===== src/design/pps_pkg.sv =====
// shared widths, types and state codes of the priority scheduler
package pps_pkg;

    localparam int MAX_PROCS = 16;

    localparam int ARR_W   = 16;
    localparam int BURST_W = 16;
    localparam int PRIO_W  = 8;
    localparam int PNUM_W  = 5;
    localparam int OTIME_W = 21;
    localparam int OSUM_W  = 25;

    localparam int IDX_W  = (MAX_PROCS > 1) ? $clog2(MAX_PROCS) : 1;
    localparam int CNT_W  = $clog2(MAX_PROCS + 1);
    // exact internal time: latest arrival plus every burst
    localparam int TIME_W = $clog2((MAX_PROCS + 1) * 65536);
    localparam int SUM_W  = $clog2(MAX_PROCS * (MAX_PROCS + 1) * 65536);
    localparam int DESC_W = ARR_W + BURST_W + PRIO_W;

    typedef struct packed {
        logic [ARR_W-1:0]   arrival;
        logic [BURST_W-1:0] burst;
        logic [PRIO_W-1:0]  prio;
    } t_desc;

    // best candidate and earliest future arrival found by one scan
    typedef struct packed {
        logic               have;
        logic [IDX_W-1:0]   idx;
        logic [PRIO_W-1:0]  prio;
        logic [ARR_W-1:0]   arr;
        logic [BURST_W-1:0] burst;
        logic [TIME_W-1:0]  rem;
        logic               have_next;
        logic [ARR_W-1:0]   next_arr;
    } t_pick;

    typedef enum logic [2:0] {
        ST_LOAD,
        ST_SCAN,
        ST_DECIDE,
        ST_APPLY,
        ST_ACCUM,
        ST_OUT_RD,
        ST_OUT_WR
    } t_state;

endpackage


===== src/design/pps_if.sv =====
// descriptor and result channel interfaces
interface pps_desc_if;
    import pps_pkg::*;
    logic               valid;
    logic               ready;
    logic [ARR_W-1:0]   arrival;
    logic [BURST_W-1:0] burst;
    logic [PRIO_W-1:0]  prio;
    logic               last_item;
    modport source (output valid, arrival, burst, prio, last_item, input ready);
    modport sink   (input valid, arrival, burst, prio, last_item, output ready);
endinterface

interface pps_res_if;
    import pps_pkg::*;
    logic               valid;
    logic               ready;
    logic [PNUM_W-1:0]  process_number;
    logic [OTIME_W-1:0] finish_time;
    logic [OTIME_W-1:0] turnaround;
    logic [OTIME_W-1:0] waiting;
    logic [OSUM_W-1:0]  sum_turnaround;
    logic [OSUM_W-1:0]  sum_waiting;
    logic               last_result;
    modport source (output valid, process_number, finish_time, turnaround, waiting,
                    sum_turnaround, sum_waiting, last_result, input ready);
    modport sink   (input valid, process_number, finish_time, turnaround, waiting,
                    sum_turnaround, sum_waiting, last_result, output ready);
endinterface


===== src/design/pps_ram.sv =====
// generic single-write, single-read ram with registered read
module pps_ram #(
    parameter int WIDTH = 8,
    parameter int DEPTH = 16
) (
    input  logic                                      i_clk,
    input  logic                                      i_we,
    input  logic [((DEPTH > 1) ? $clog2(DEPTH) : 1)-1:0] i_waddr,
    input  logic [WIDTH-1:0]                          i_wdata,
    input  logic                                      i_re,
    input  logic [((DEPTH > 1) ? $clog2(DEPTH) : 1)-1:0] i_raddr,
    output logic [WIDTH-1:0]                          o_rdata
);
    logic [WIDTH-1:0] r_mem [DEPTH];
    logic [WIDTH-1:0] r_rdata;

    always_ff @(posedge i_clk) begin
        if (i_we) begin
            r_mem[i_waddr] <= i_wdata;
        end
        if (i_re) begin
            r_rdata <= r_mem[i_raddr];
        end
    end

    assign o_rdata = r_rdata;
endmodule


===== src/design/pps_pick.sv =====
// scan comparator: tracks the best ready process and the next arrival
module pps_pick (
    input  logic                       i_clk,
    input  logic                       i_rst_n,
    input  logic                       i_clear,
    input  logic                       i_chk,
    input  logic [pps_pkg::IDX_W-1:0]  i_idx,
    input  logic                       i_done,
    input  logic [pps_pkg::TIME_W-1:0] i_time,
    input  pps_pkg::t_desc             i_desc,
    input  logic [pps_pkg::TIME_W-1:0] i_rem,
    output pps_pkg::t_pick             o_pick
);
    import pps_pkg::*;

    t_pick r_pick;
    t_pick n_pick;
    logic  w_arrived;
    logic  w_better;
    logic  w_sooner;

    assign w_arrived = TIME_W'(i_desc.arrival) <= i_time;
    // higher priority wins, then earlier arrival; equal keeps the lower index
    assign w_better  = !r_pick.have || (i_desc.prio > r_pick.prio)
                     || ((i_desc.prio == r_pick.prio) && (i_desc.arrival < r_pick.arr));
    assign w_sooner  = !r_pick.have_next || (i_desc.arrival < r_pick.next_arr);

    always_comb begin
        n_pick = r_pick;
        if (i_clear) begin
            n_pick.have      = 1'b0;
            n_pick.have_next = 1'b0;
        end else if (i_chk && !i_done) begin
            if (w_arrived) begin
                if (w_better) begin
                    n_pick.have  = 1'b1;
                    n_pick.idx   = i_idx;
                    n_pick.prio  = i_desc.prio;
                    n_pick.arr   = i_desc.arrival;
                    n_pick.burst = i_desc.burst;
                    n_pick.rem   = i_rem;
                end
            end else if (w_sooner) begin
                n_pick.have_next = 1'b1;
                n_pick.next_arr  = i_desc.arrival;
            end
        end
    end

    always_ff @(posedge i_clk) begin
        if (!i_rst_n) begin
            r_pick <= '0;
        end else begin
            r_pick <= n_pick;
        end
    end

    assign o_pick = r_pick;
endmodule


===== src/design/pps_out.sv =====
// result stage: derives turnaround and waiting, holds the beat until taken
module pps_out (
    input  logic                       i_clk,
    input  logic                       i_rst_n,
    input  logic                       i_load,
    input  logic [pps_pkg::CNT_W-1:0]  i_idx,
    input  pps_pkg::t_desc             i_desc,
    input  logic [pps_pkg::TIME_W-1:0] i_finish,
    input  logic [pps_pkg::SUM_W-1:0]  i_sum_tat,
    input  logic [pps_pkg::SUM_W-1:0]  i_sum_wait,
    input  logic                       i_last,
    output logic                       o_free,
    pps_res_if.source                  o_res
);
    import pps_pkg::*;

    logic                r_valid;
    logic [PNUM_W-1:0]   r_num;
    logic [OTIME_W-1:0]  r_finish;
    logic [OTIME_W-1:0]  r_tat;
    logic [OTIME_W-1:0]  r_wait;
    logic [OSUM_W-1:0]   r_sum_tat;
    logic [OSUM_W-1:0]   r_sum_wait;
    logic                r_last;
    logic [CNT_W:0]      w_num;
    logic [TIME_W-1:0]   w_tat;
    logic [TIME_W-1:0]   w_wait;

    assign w_num  = {1'b0, i_idx} + (CNT_W + 1)'(1);
    assign w_tat  = i_finish - TIME_W'(i_desc.arrival);
    assign w_wait = w_tat - TIME_W'(i_desc.burst);
    assign o_free = !r_valid || o_res.ready;

    always_ff @(posedge i_clk) begin
        if (!i_rst_n) begin
            r_valid <= 1'b0;
        end else if (i_load) begin
            r_valid <= 1'b1;
        end else if (o_res.ready) begin
            r_valid <= 1'b0;
        end
    end

    always_ff @(posedge i_clk) begin
        if (i_load) begin
            r_num      <= PNUM_W'(w_num);
            r_finish   <= OTIME_W'(i_finish);
            r_tat      <= OTIME_W'(w_tat);
            r_wait     <= OTIME_W'(w_wait);
            r_sum_tat  <= OSUM_W'(i_sum_tat);
            r_sum_wait <= OSUM_W'(i_sum_wait);
            r_last     <= i_last;
        end
    end

    assign o_res.valid          = r_valid;
    assign o_res.process_number = r_num;
    assign o_res.finish_time    = r_finish;
    assign o_res.turnaround     = r_tat;
    assign o_res.waiting        = r_wait;
    assign o_res.sum_turnaround = r_sum_tat;
    assign o_res.sum_waiting    = r_sum_wait;
    assign o_res.last_result    = r_last;
endmodule


===== src/design/preemptive_priority_scheduler_unit.sv =====
// top level of the preemptive priority scheduler
//
//  channel    dir  modport  payload                                   beat when
//  i_desc     in   sink     arrival, burst, prio, last_item            valid && ready
//  o_result   out  source   process_number, finish/turnaround/waiting, valid && ready
//                           sum_turnaround, sum_waiting, last_result
//
// load: one descriptor beat per cycle, written into the descriptor ram
// schedule: each decision scans the table through the ram read port, then
//   decide, apply and (on completion) accumulate; at most about 3n decisions
//   for n processes
// unload: per result a ram read, then the output register load
// reset clears the control state; the rams need no clearing
// a stalled result holds the unload sequence; descriptors are taken only
//   during load, also while the last result of the previous set still waits
module preemptive_priority_scheduler_unit (
    input  logic       i_clk,
    input  logic       i_rst_n,
    pps_desc_if.sink   i_desc,
    pps_res_if.source  o_result
);
    import pps_pkg::*;

    t_state              r_state;
    t_state              n_state;

    logic [CNT_W-1:0]    r_cnt;        // processes held in the table
    logic [CNT_W-1:0]    r_scan;       // scan read pointer
    logic                r_chk_vld;    // ram data of r_chk_idx is valid
    logic [IDX_W-1:0]    r_chk_idx;
    logic [MAX_PROCS-1:0] r_done;
    logic [CNT_W-1:0]    r_done_cnt;
    logic [TIME_W-1:0]   r_time;
    logic [TIME_W-1:0]   r_run;
    logic [SUM_W-1:0]    r_sum_tat;
    logic [SUM_W-1:0]    r_sum_wait;
    logic [CNT_W-1:0]    r_oidx;       // unload pointer

    // control decoded from state
    logic                w_in_rdy;
    logic                w_in_acc;
    logic                w_desc_we;
    logic                w_rd_en;
    logic [IDX_W-1:0]    w_raddr;
    logic                w_dyn_we;
    logic [IDX_W-1:0]    w_dyn_waddr;
    logic [TIME_W-1:0]   w_dyn_wdata;
    logic                w_out_load;
    logic                w_scan_start;

    // datapath
    t_desc               w_wr_desc;
    logic [BURST_W-1:0]  w_burst_fix;
    t_desc               w_rd_desc;
    logic [TIME_W-1:0]   w_rd_dyn;
    t_pick               w_pick;
    logic [TIME_W-1:0]   w_gap;
    logic [TIME_W-1:0]   w_run;
    logic [TIME_W-1:0]   w_t_new;
    logic [TIME_W-1:0]   w_rem_new;
    logic                w_fin;
    logic [TIME_W-1:0]   w_tat;
    logic                w_has_room;
    logic                w_out_free;
    logic                w_out_last;

    assign i_desc.ready = w_in_rdy;
    assign w_in_acc     = i_desc.valid && w_in_rdy;
    assign w_has_room   = r_cnt < CNT_W'(MAX_PROCS);

    // a zero burst counts as one time unit
    assign w_burst_fix       = (i_desc.burst == '0) ? BURST_W'(1) : i_desc.burst;
    assign w_wr_desc.arrival = i_desc.arrival;
    assign w_wr_desc.burst   = w_burst_fix;
    assign w_wr_desc.prio    = i_desc.prio;

    // run length: to completion, or up to the next arrival if that is sooner
    assign w_gap     = TIME_W'(w_pick.next_arr) - r_time;
    assign w_run     = (w_pick.have_next && (w_gap < w_pick.rem)) ? w_gap : w_pick.rem;
    assign w_t_new   = r_time + r_run;
    assign w_rem_new = w_pick.rem - r_run;
    assign w_fin     = (w_rem_new == '0);
    assign w_tat     = r_time - TIME_W'(w_pick.arr);

    assign w_out_last   = (r_oidx + CNT_W'(1)) == r_cnt;
    assign w_scan_start = (n_state == ST_SCAN) && (r_state != ST_SCAN);

    // next state
    always_comb begin
        n_state = r_state;
        unique case (r_state)
            ST_LOAD: begin
                if (w_in_acc && i_desc.last_item) begin
                    n_state = ST_SCAN;
                end
            end
            ST_SCAN: begin
                if (r_scan == r_cnt) begin
                    n_state = ST_DECIDE;
                end
            end
            ST_DECIDE: begin
                // nothing ready: jump the clock and scan again
                n_state = w_pick.have ? ST_APPLY : ST_SCAN;
            end
            ST_APPLY: begin
                n_state = w_fin ? ST_ACCUM : ST_SCAN;
            end
            ST_ACCUM: begin
                n_state = (r_done_cnt == r_cnt) ? ST_OUT_RD : ST_SCAN;
            end
            ST_OUT_RD: begin
                n_state = ST_OUT_WR;
            end
            ST_OUT_WR: begin
                if (w_out_free) begin
                    n_state = w_out_last ? ST_LOAD : ST_OUT_RD;
                end
            end
            default: begin
                n_state = ST_LOAD;
            end
        endcase
    end

    // state outputs
    always_comb begin
        w_in_rdy    = 1'b0;
        w_desc_we   = 1'b0;
        w_rd_en     = 1'b0;
        w_raddr     = r_scan[IDX_W-1:0];
        w_dyn_we    = 1'b0;
        w_dyn_waddr = r_cnt[IDX_W-1:0];
        w_dyn_wdata = TIME_W'(w_burst_fix);
        w_out_load  = 1'b0;
        unique case (r_state)
            ST_LOAD: begin
                w_in_rdy  = 1'b1;
                // descriptors past a full table are dropped
                w_desc_we = w_in_acc && w_has_room;
                w_dyn_we  = w_in_acc && w_has_room;
            end
            ST_SCAN: begin
                w_rd_en = r_scan < r_cnt;
            end
            ST_DECIDE: begin
            end
            ST_APPLY: begin
                // remaining time while running, finish time once done
                w_dyn_we    = 1'b1;
                w_dyn_waddr = w_pick.idx;
                w_dyn_wdata = w_fin ? w_t_new : w_rem_new;
            end
            ST_ACCUM: begin
            end
            ST_OUT_RD: begin
                w_rd_en = 1'b1;
                w_raddr = r_oidx[IDX_W-1:0];
            end
            ST_OUT_WR: begin
                w_out_load = w_out_free;
            end
            default: begin
            end
        endcase
    end

    always_ff @(posedge i_clk) begin
        if (!i_rst_n) begin
            r_state    <= ST_LOAD;
            r_cnt      <= '0;
            r_scan     <= '0;
            r_chk_vld  <= 1'b0;
            r_done     <= '0;
            r_done_cnt <= '0;
            r_time     <= '0;
            r_sum_tat  <= '0;
            r_sum_wait <= '0;
            r_oidx     <= '0;
        end else begin
            r_state   <= n_state;
            r_chk_vld <= w_rd_en && (r_state == ST_SCAN);
            if (w_scan_start) begin
                r_scan <= '0;
            end else if (w_rd_en && (r_state == ST_SCAN)) begin
                r_scan <= r_scan + CNT_W'(1);
            end
            unique case (r_state)
                ST_LOAD: begin
                    if (w_desc_we) begin
                        r_cnt <= r_cnt + CNT_W'(1);
                    end
                    if (w_in_acc && i_desc.last_item) begin
                        // fresh run from time zero
                        r_time     <= '0;
                        r_done     <= '0;
                        r_done_cnt <= '0;
                        r_sum_tat  <= '0;
                        r_sum_wait <= '0;
                    end
                end
                ST_SCAN: begin
                end
                ST_DECIDE: begin
                    if (!w_pick.have) begin
                        r_time <= TIME_W'(w_pick.next_arr);
                    end
                end
                ST_APPLY: begin
                    r_time <= w_t_new;
                    if (w_fin) begin
                        r_done[w_pick.idx] <= 1'b1;
                        r_done_cnt         <= r_done_cnt + CNT_W'(1);
                    end
                end
                ST_ACCUM: begin
                    r_sum_tat  <= r_sum_tat + SUM_W'(w_tat);
                    r_sum_wait <= r_sum_wait + SUM_W'(w_tat) - SUM_W'(w_pick.burst);
                    r_oidx     <= '0;
                end
                ST_OUT_RD: begin
                end
                ST_OUT_WR: begin
                    if (w_out_free) begin
                        r_oidx <= r_oidx + CNT_W'(1);
                        if (w_out_last) begin
                            r_cnt <= '0;
                        end
                    end
                end
                default: begin
                end
            endcase
        end
    end

    always_ff @(posedge i_clk) begin
        r_chk_idx <= r_scan[IDX_W-1:0];
        if (r_state == ST_DECIDE) begin
            r_run <= w_run;
        end
    end

    // static descriptor table
    pps_ram #(
        .WIDTH (DESC_W),
        .DEPTH (MAX_PROCS)
    ) u_desc_ram (
        .i_clk   (i_clk),
        .i_we    (w_desc_we),
        .i_waddr (r_cnt[IDX_W-1:0]),
        .i_wdata (w_wr_desc),
        .i_re    (w_rd_en),
        .i_raddr (w_raddr),
        .o_rdata (w_rd_desc)
    );

    // per-process remaining time, overwritten by the finish time
    pps_ram #(
        .WIDTH (TIME_W),
        .DEPTH (MAX_PROCS)
    ) u_dyn_ram (
        .i_clk   (i_clk),
        .i_we    (w_dyn_we),
        .i_waddr (w_dyn_waddr),
        .i_wdata (w_dyn_wdata),
        .i_re    (w_rd_en),
        .i_raddr (w_raddr),
        .o_rdata (w_rd_dyn)
    );

    pps_pick u_pick (
        .i_clk   (i_clk),
        .i_rst_n (i_rst_n),
        .i_clear (w_scan_start),
        .i_chk   (r_chk_vld),
        .i_idx   (r_chk_idx),
        .i_done  (r_done[r_chk_idx]),
        .i_time  (r_time),
        .i_desc  (w_rd_desc),
        .i_rem   (w_rd_dyn),
        .o_pick  (w_pick)
    );

    pps_out u_out (
        .i_clk      (i_clk),
        .i_rst_n    (i_rst_n),
        .i_load     (w_out_load),
        .i_idx      (r_oidx),
        .i_desc     (w_rd_desc),
        .i_finish   (w_rd_dyn),
        .i_sum_tat  (r_sum_tat),
        .i_sum_wait (r_sum_wait),
        .i_last     (w_out_last),
        .o_free     (w_out_free),
        .o_res      (o_result)
    );
endmodule


===== src/flat_wrapper.sv =====
// flat-port wrapper written by rule: the top's interface ports become plain ports
module preemptive_priority_scheduler_unit_flat import pps_pkg::*;
  (i_clk, i_rst_n, i_desc_valid, i_desc_arrival, i_desc_burst, i_desc_prio, i_desc_last_item, i_desc_ready, o_result_valid, o_result_process_number, o_result_finish_time, o_result_turnaround, o_result_waiting, o_result_sum_turnaround, o_result_sum_waiting, o_result_last_result, o_result_ready);
  pps_desc_if i_desc_i ();
  pps_res_if o_result_i ();
  input  logic i_clk;
  input  logic i_rst_n;
  input wire logic [$bits(i_desc_i.valid)-1:0] i_desc_valid;
  input wire logic [$bits(i_desc_i.arrival)-1:0] i_desc_arrival;
  input wire logic [$bits(i_desc_i.burst)-1:0] i_desc_burst;
  input wire logic [$bits(i_desc_i.prio)-1:0] i_desc_prio;
  input wire logic [$bits(i_desc_i.last_item)-1:0] i_desc_last_item;
  output wire logic [$bits(i_desc_i.ready)-1:0] i_desc_ready;
  output wire logic [$bits(o_result_i.valid)-1:0] o_result_valid;
  output wire logic [$bits(o_result_i.process_number)-1:0] o_result_process_number;
  output wire logic [$bits(o_result_i.finish_time)-1:0] o_result_finish_time;
  output wire logic [$bits(o_result_i.turnaround)-1:0] o_result_turnaround;
  output wire logic [$bits(o_result_i.waiting)-1:0] o_result_waiting;
  output wire logic [$bits(o_result_i.sum_turnaround)-1:0] o_result_sum_turnaround;
  output wire logic [$bits(o_result_i.sum_waiting)-1:0] o_result_sum_waiting;
  output wire logic [$bits(o_result_i.last_result)-1:0] o_result_last_result;
  input wire logic [$bits(o_result_i.ready)-1:0] o_result_ready;
  assign i_desc_i.valid = i_desc_valid;
  assign i_desc_i.arrival = i_desc_arrival;
  assign i_desc_i.burst = i_desc_burst;
  assign i_desc_i.prio = i_desc_prio;
  assign i_desc_i.last_item = i_desc_last_item;
  assign i_desc_ready = i_desc_i.ready;
  assign o_result_valid = o_result_i.valid;
  assign o_result_process_number = o_result_i.process_number;
  assign o_result_finish_time = o_result_i.finish_time;
  assign o_result_turnaround = o_result_i.turnaround;
  assign o_result_waiting = o_result_i.waiting;
  assign o_result_sum_turnaround = o_result_i.sum_turnaround;
  assign o_result_sum_waiting = o_result_i.sum_waiting;
  assign o_result_last_result = o_result_i.last_result;
  assign o_result_i.ready = o_result_ready;
  preemptive_priority_scheduler_unit u_core (.i_clk(i_clk), .i_rst_n(i_rst_n), .i_desc(i_desc_i), .o_result(o_result_i));
endmodule

===== config.mk =====
export PLATFORM = sky130hd
export DESIGN_NAME = preemptive_priority_scheduler_unit_flat
export DESIGN_NICKNAME = d
export VERILOG_FILES = /design/src/design/pps_pkg.sv /design/src/design/pps_if.sv /design/src/design/pps_ram.sv /design/src/design/pps_pick.sv /design/src/design/pps_out.sv /design/src/design/preemptive_priority_scheduler_unit.sv /design/src/flat_wrapper.sv
export SDC_FILE = /design/constraint.sdc
export NUM_CORES = 2
export LEC_CHECK = 0
export BUFFER_PORTS_ARGS = -buffer_cell sky130_fd_sc_hd__buf_4
export CAP_MARGIN = 20
export CORE_MARGIN = 2
export CORE_UTILIZATION = 54
export CTS_BUF_LIST = sky130_fd_sc_hd__clkbuf_16
export CTS_CLUSTER_SIZE = 25
export DETAILED_ROUTE_END_ITERATION = 8
export PLACE_DENSITY = 0.68
export SLEW_MARGIN = 0
export SYNTH_ARGS = -nofsm -noshare
export SYNTH_HDL_FRONTEND = slang
export SYNTH_HIERARCHICAL = 1
export SYNTH_SLANG_ARGS = --single-unit

===== constraint.sdc =====
create_clock -name i_clk -period 15.95 [get_ports i_clk]
set_input_delay 0 -clock i_clk [delete_from_list [all_inputs] [get_ports i_clk]]
set_output_delay 0 -clock i_clk [all_outputs]
set_load 0.01 [all_outputs]

== Yosys cells after proc, flatten, opt, wreduce, memory -nomap -nowiden ==
Memories as Yosys holds them, arrays and structs flattened. A register that Yosys moved wholly into a read port is not among the register bits.
Cells that the tools add are included.

* Eq/ne operators: 18
* Reductions and logical operators: 36
* Add/subtract/negate cells: 14
* Div/mod/pow operators: 0
* Multiply operators: 0
* Shift-type cells: 0
* Magnitude comparators: 10
* Multiplexer cells: 47
* Bitwise gates (word level): 4

{| class="wikitable"
|+ Operators by type and width
! operator !! number
|-
| $mux 21 || 5
|-
| $pmux 25 s2 || 2
|-
| $pmux 21 s3 || 1
|-
| $sub 21x16->21 || 3
|-
| $add 25x21->25 || 2
|-
| $mux 16 || 3
|-
| $lt 16x16->1 || 2
|-
| $pmux 16 s2 || 1
|-
| $mux 5 || 6
|-
| $pmux 5 s2 || 3
|-
| $add 5x1->5 const B || 5
|-
| $mux 25 || 1
|-
| $sub 25x16->25 || 1
|-
| $add 21x21->21 || 1
|-
| $le 16x21->1 || 1
|-
| $logic_not 21->1 || 1
|-
| $lt 21x21->1 || 1
|-
| $pmux 3 s7 || 1
|-
| $sub 16x21->21 || 1
|-
| $sub 21x21->21 || 1
|-
| $mux 3 || 6
|-
| $logic_not 16->1 || 1
|-
| $or 16x16->16 || 1
|-
| $eq 5x5->1 || 3
|-
| 29 further kinds || 76
|}

* Memories kept: 2
* Output and inout port bits: 121
* Word-level logic and storage cells: 159
* Register bits: 339
* RAM bits: 976
* Input port bits: 45
* Latch bits: 0
* ROM bits: 0

{| class="wikitable"
|+ Memories
! name !! words !! bits a word !! rd ports !! clocked after Yosys merged registers in !! write ports !! RTL line !! text
|-
| u_core.u_desc_ram.r_mem || 16 || 40 || 1 || 1 || 1 || pps_ram.sv:14 || <nowiki>logic [WIDTH-1:0] r_mem [DEPTH];</nowiki>
|-
| u_core.u_dyn_ram.r_mem || 16 || 21 || 1 || 1 || 1 || pps_ram.sv:14 ||
|}

== Longest topological paths before layout ==
* Word-level depth: 10
* Gate-level depth with buffers: 26
* Depth with buffers taken out: 26

== Modules after synthesis ==
The synthesis kept the hierarchy.

{| class="wikitable"
|+ Modules (own cells, without submodules)
! module !! instances !! area an instance (sq um) !! cells an instance
|-
| pps_ram (u_core.u_desc_ram) || 1 || 25532.0 || 1040
|-
| pps_ram (u_core.u_dyn_ram) || 1 || 13487.9 || 557
|-
| preemptive_priority_scheduler_unit || 1 || 12973.7 || 1657
|-
| pps_out || 1 || 5514.0 || 385
|-
| pps_pick || 1 || 4775.8 || 567
|}

== Worst setup path before layout ==
Ideal clock, no wire load.

* Path type: flip-flop to flip-flop
* Start: register u_core.r_time[0]
* End: register u_core.r_sum_wait[24]
* Required time: 15.833 ns
* Arrival: 4.979 ns
* Clock period less this slack: 5.095 ns
* Stages on the path, launching flop included: 27
* Path buffers: 0
* Slack: 10.855 ns
* Cell sequence: dfxtp_1 inv_1 ha_1 inv_1 fa_1 a21o_1 a21oi_1 nor2b_1 o21ai_0 a211oi_1 o31ai_1 nor2_1 o31a_1 nor2_1 xor2_1 inv_1 ha_1 inv_1 ha_1 a21oi_1 nand3b_1 o221a_2 a31oi_1 nor3_1 a311oi_1 o221a_2 nor2_1

* Cells in the longest elaborated chain, start to end: 4

{| class="wikitable"
|+ RTL lines
! element !! RTL line !! text
|-
| start, declared || preemptive_priority_scheduler_unit.sv:33 || <nowiki>logic [TIME_W-1:0] r_time;</nowiki>
|-
| start signal, assigned || preemptive_priority_scheduler_unit.sv:206 || <nowiki>r_time <= TIME_W'(w_pick.next_arr);</nowiki>
|-
| start signal, assigned || preemptive_priority_scheduler_unit.sv:210 || <nowiki>r_time <= w_t_new;</nowiki>
|-
| $sub 21x16->21 || preemptive_priority_scheduler_unit.sv:83 || <nowiki>assign w_tat = r_time - TIME_W'(w_pick.arr);</nowiki>
|-
| $add 25x21->25 || preemptive_priority_scheduler_unit.sv:218 || <nowiki>r_sum_wait <= r_sum_wait + SUM_W'(w_tat) - SUM_W'(w_pick.burst);</nowiki>
|-
| $sub 25x16->25 || preemptive_priority_scheduler_unit.sv:218 ||
|-
| $pmux 25 s2 || preemptive_priority_scheduler_unit.sv:188 || <nowiki>unique case (r_state)</nowiki>
|-
| end signal, assigned || preemptive_priority_scheduler_unit.sv:218 ||
|-
| end, declared || preemptive_priority_scheduler_unit.sv:36 || <nowiki>logic [SUM_W-1:0] r_sum_wait;</nowiki>
|}

Every way passes these cells.
A chain may end at the register's enable or synchronous reset.

== Final worst setup path ==
* Start: register u_core.r_run[0]
* End: register u_core.u_pick.r_pick (netlist bit u_core/u_pick/o_pick[0])

* Cells in the longest elaborated chain, start to end: 8

{| class="wikitable"
|+ RTL lines
! element !! RTL line !! text
|-
| start, declared || preemptive_priority_scheduler_unit.sv:34 || <nowiki>logic [TIME_W-1:0] r_run;</nowiki>
|-
| start signal, assigned || preemptive_priority_scheduler_unit.sv:240 || <nowiki>r_run <= w_run;</nowiki>
|-
| $sub 21x21->21 || preemptive_priority_scheduler_unit.sv:81 || <nowiki>assign w_rem_new = w_pick.rem - r_run;</nowiki>
|-
| $logic_not 21->1 || preemptive_priority_scheduler_unit.sv:82 || <nowiki>assign w_fin = (w_rem_new == '0);</nowiki>
|-
| $mux 3 || preemptive_priority_scheduler_unit.sv:107 || <nowiki>n_state = w_fin ? ST_ACCUM : ST_SCAN;</nowiki>
|-
| $pmux 3 s7 || preemptive_priority_scheduler_unit.sv:91 || <nowiki>unique case (r_state)</nowiki>
|-
| $eq 3x1->1 || preemptive_priority_scheduler_unit.sv:86 || <nowiki>assign w_scan_start = (n_state == ST_SCAN) && (r_state != ST_SCAN);</nowiki>
|-
| $logic_and 1x1->1 || preemptive_priority_scheduler_unit.sv:86 ||
|-
| via u_core.w_scan_start || preemptive_priority_scheduler_unit.sv:49 || <nowiki>logic w_scan_start;</nowiki>
|-
| $not 1->1 (no line) || - ||
|-
| $reduce_and 4->1 (no line) || - ||
|-
| end signal, assigned || pps_pick.sv:54 || <nowiki>r_pick <= n_pick;</nowiki>
|-
| end, declared || pps_pick.sv:16 || <nowiki>t_pick r_pick;</nowiki>
|}

The timed path passes the listed nets, and every way through them passes these cells.

==> impl_metrics.ini <==
[worst_setup_path]
cp.arrival_ps = 6660
cp_data_required_time_ps = 16620
worst_setup_path_start_kind = flop
worstPathMaxFanout = 22
critical_path_class = flop to flop
end_kind = flop

[placed_design]
io_buffers = 165
gp_congestion = 0.9458
post-dp-hpwl_mm = 96.48
dp_cells = 5780
dpl-instance-area_sq_um = 65170

[sta]
min_period_ps = 5987
tightestPinTransition_ps = 1153
final_max_slew_viol_count = 0
relSlewSlack = 0.2229
fin_crit_sh = 0.3754
setup_viol = 0
rsz0062_at_grt = no
tns_ps = 0
report.final.hold_viol_count = 0
fin_worst_skew_ps = 25.26
max_freq_mhz = 167.0

[routing]
drt_iter0_markers = 3395
routedWlPerCell_microns = 25.60
drc_errors = 0
drt_pre_antenna_iters = 6
routed_via_density = 6.103
drt-total-wl_mm = 156.1
via_count = 37220
ant_nets = 0

[job]
max-cap-violations = 0

[grt]
grt-ovfl-total = 0
grt_usage = 0.2657
antenna_found_initial = 8
grt_max_degree = 104
grt_pass1_vias = 36260
grt_pass1_wl_mm = 229.9

[logic_synthesis]
async_reset_ff_frac = 0
synth-edff-count = 1177
synth_warnings = 6
syn_area_per_cell_sq_um = 14.81
netlist-cell-type-count = 101
synth-seq-cells = 1376
syn_area_sq_um = 62280
syn_nets = 4513
yosysTopAreaCellShare = 0.5675
ys_top_cells_by_area = edfxtp_1 (57%), dfxtp_1 (6.4%), mux4_2 (5.5%), ha_1 (4.8%), mux4_1 (4.1%)
syn_inst = 4206
yosysSeqAreaShare = 0.6314
synthFlopType = edfxtp_1
synth_top_area_cell = edfxtp_1

[power]
power_density_nw_per_um2 = 115.5
ir_worst_vdd_mv = 0.1285
internal_power_mw = 6.170
seqPwrFrac = 0.495
p_sw_mw = 1.939
power_mw = 8.108
pwr-share-comb = 0.109
switching_share = 0.2391
leakagePower_nw = 24.20
clkPwrFrac = 0.396

[clock_network]
cts_buffer_depth = 3
cts.clk_slew.worst_paths_ps = 60
clock_latency_ps = 770
root_buffer = clkbuf_16
clock-sinks = 1376
numCtsBuffers = 142
cts_resized = 0
cts_tree = yes
htree_levels = 4

[floorplan]
dieArea_sq_um = 118100
die_x_microns = 343.6
start_util = 0.5447
die-height_microns = 343.6
core_sq_um = 114300
row_count = 124
boundaryPins = 166

[run_status]
outcome = completed

[final_layout]
fin_area_sq_um = 70210
layout.cells.non_filler = 6098
nets = 4767
syn2layout_area_growth_pct = 12.72
drive_gt1_frac = 0.1547

[worst_hold_path]
hold_class = input port to flop
==> synth_stat cells (97+ instances only) <==
cell type  number
edfxtp_1     1177
xnor2_1       101
mux4_1         97
a22oi_1       155
dfxtp_1       199
clkbuf_1      111
mux4_2        152
ha_1          239
a21oi_1       178
o21ai_0       145
inv_1         260
nand2_1       380
nor2_1        177
==> path summary, 6_finish.rpt <==
kind	startpoint	endpoint	slack (ps)	cells past startpoint
worst max-delay path	u_core/r_run[0]	u_core/u_pick/o_pick[0]	9960	18
worst min-delay path	i_desc_arrival[7]	u_core/u_desc_ram/r_mem[9][31]	80	2
worst max register to register	u_core/r_run[0]	u_core/u_pick/o_pick[0]	9960	18
worst min register to register	u_core/r_scan[3]	u_core/r_chk_idx[3]	430	0
==> stage by stage <==
stage	hold WS, ps	setup WS [ps]	util
after floorplan	98.87	10850	-
after global placement	293.7	10140	0.5699
after detailed placement	303.5	10070	0.5700
after CTS	32.70	10020	0.6135
after global routing	81.98	9505	0.6139
final	78.22	9963	0.6140
==> critical path: stages, from the launching register on <==
cell and delay [ps]:
edfxtp_1 400, ha_1 250, fa_1 430, nand2b_1 210, a21oi_1 480, o21a_1 320, xor2_1 110, or3_1 330
a311oi_1 300, and4b_1 240, o2111ai_1 330, or2_4 500, and2_1 220, or3b_2 490, a21oi_1 120, o21ai_0 120
a2111o_1 530, or3_1 390, a21oi_1 150
==> power groups by stage <==
| stage | combinational [mW] | sequential, mW | clock [mW] |
|---|---|---|---|
| detailed placement | 0.863 | 4.09 | 0 |
| global route | 0.976 | 4.02 | 3.41 |
| CTS | 0.879 | 4.01 | 3.27 |
| floorplan | 0.644 | 4.07 | 0 |
| global placement | 0.855 | 4.09 | 0 |
| finish | 0.883 | 4.01 | 3.21 |
==> final cells by class <==
cell class                      instances  area [sq um]
Fill cell                            8435         44140
Sequential cell                      1376         39330
Multi-Input combinational cell       2391         21150
Clock buffer                          147          3679
Timing Repair Buffer                  287          2280
Tap cell                             1512          1892
Inverter                              262         988.4
Clock inverter                        115         865.8
Antenna cell                            8         20.02
==> flip-flops by register name (all words and copies together) (netlist names), 3 cells and up <==
register                           flops
u_core/r_oidx                          5
u_core/r_done                         16
u_core/u_pick/o_pick                  83
u_core/u_dyn_ram/r_mem               336
u_core/u_out/o_res.turnaround         21
u_core/u_desc_ram/r_mem              640
u_core/u_out/o_res.finish_time        21
u_core/r_cnt                           5
u_core/u_desc_ram/o_rdata             40
u_core/r_sum_tat                      25
u_core/r_scan                          5
u_core/r_time                         21
u_core/r_state                         3
u_core/u_out/o_res.waiting            21
u_core/u_dyn_ram/o_rdata              21
u_core/u_out/o_res.process_number      5
u_core/r_chk_idx                       4
u_core/u_out/o_res.sum_turnaround     25
u_core/r_sum_wait                     25
u_core/r_done_cnt                      5
u_core/r_run                          21
u_core/u_out/o_res.sum_waiting        25
==> cell families (layout without fill, tap and decap cells) <==
logic type / after synthesis / after routing / synth area share
AO/OA/AOI/OAI: 750 / 750 / 0.08148
XOR/XNOR: 161 / 161 / 0.02288
adder cells (fa/ha/maj): 262 / 262 / 0.05540
buffers and inverters: 439 / 811 / 0.03347
flip-flops: 1376 / 1376 / 0.6314
multiplexers: 328 / 328 / 0.1088
other: 0 / 8 / 0
AND/OR/NAND/NOR: 890 / 890 / 0.06655
==> placed cells by master (no fill, tap or decap), types with 33 or more instances in the layout <==
master	Yosys	layout
a21o_1	43	43
ha_1	239	239
nand4_1	37	37
clkbuf_16	0	147
mux4_1	97	97
buf_4	3	241
a22oi_1	155	155
clkinv_1	0	35
nand2b_1	40	40
edfxtp_1	1177	1177
inv_1	260	290
nand3_1	66	66
a31oi_1	34	33
a21oi_1	178	177
xnor2_1	101	101
dlygate4sd3_1	0	44
nor3_1	49	40
nand2_1	380	380
mux4_2	152	152
mux2i_1	69	69
o21ai_0	145	144
xor2_1	58	58
nor2_1	177	151
dfxtp_1	199	199
==> metal layers <==
metal / part of all wire / up-vias / routed length (microns) / GRT usage
li1: - / 16770 / - / -
met1: 0.41 / 18720 / 64420 / 0.3639
met2: 0.48 / 1458 / 74220 / 0.4276
met3: 0.076 / 266 / 11820 / 0.04553
met4: 0.036 / 4 / 5655 / 0.1043
met5: 0.00013 / - / 20 / 0
==> repair_timing <==
item                                   CTS  global route
endpoints found under the hold margin  829             0
hold buffers                            44             0
setup endpoints to repair                0             0
setup buffers                            0             0
No activity file was read; power rests on OpenSTA's default activity.
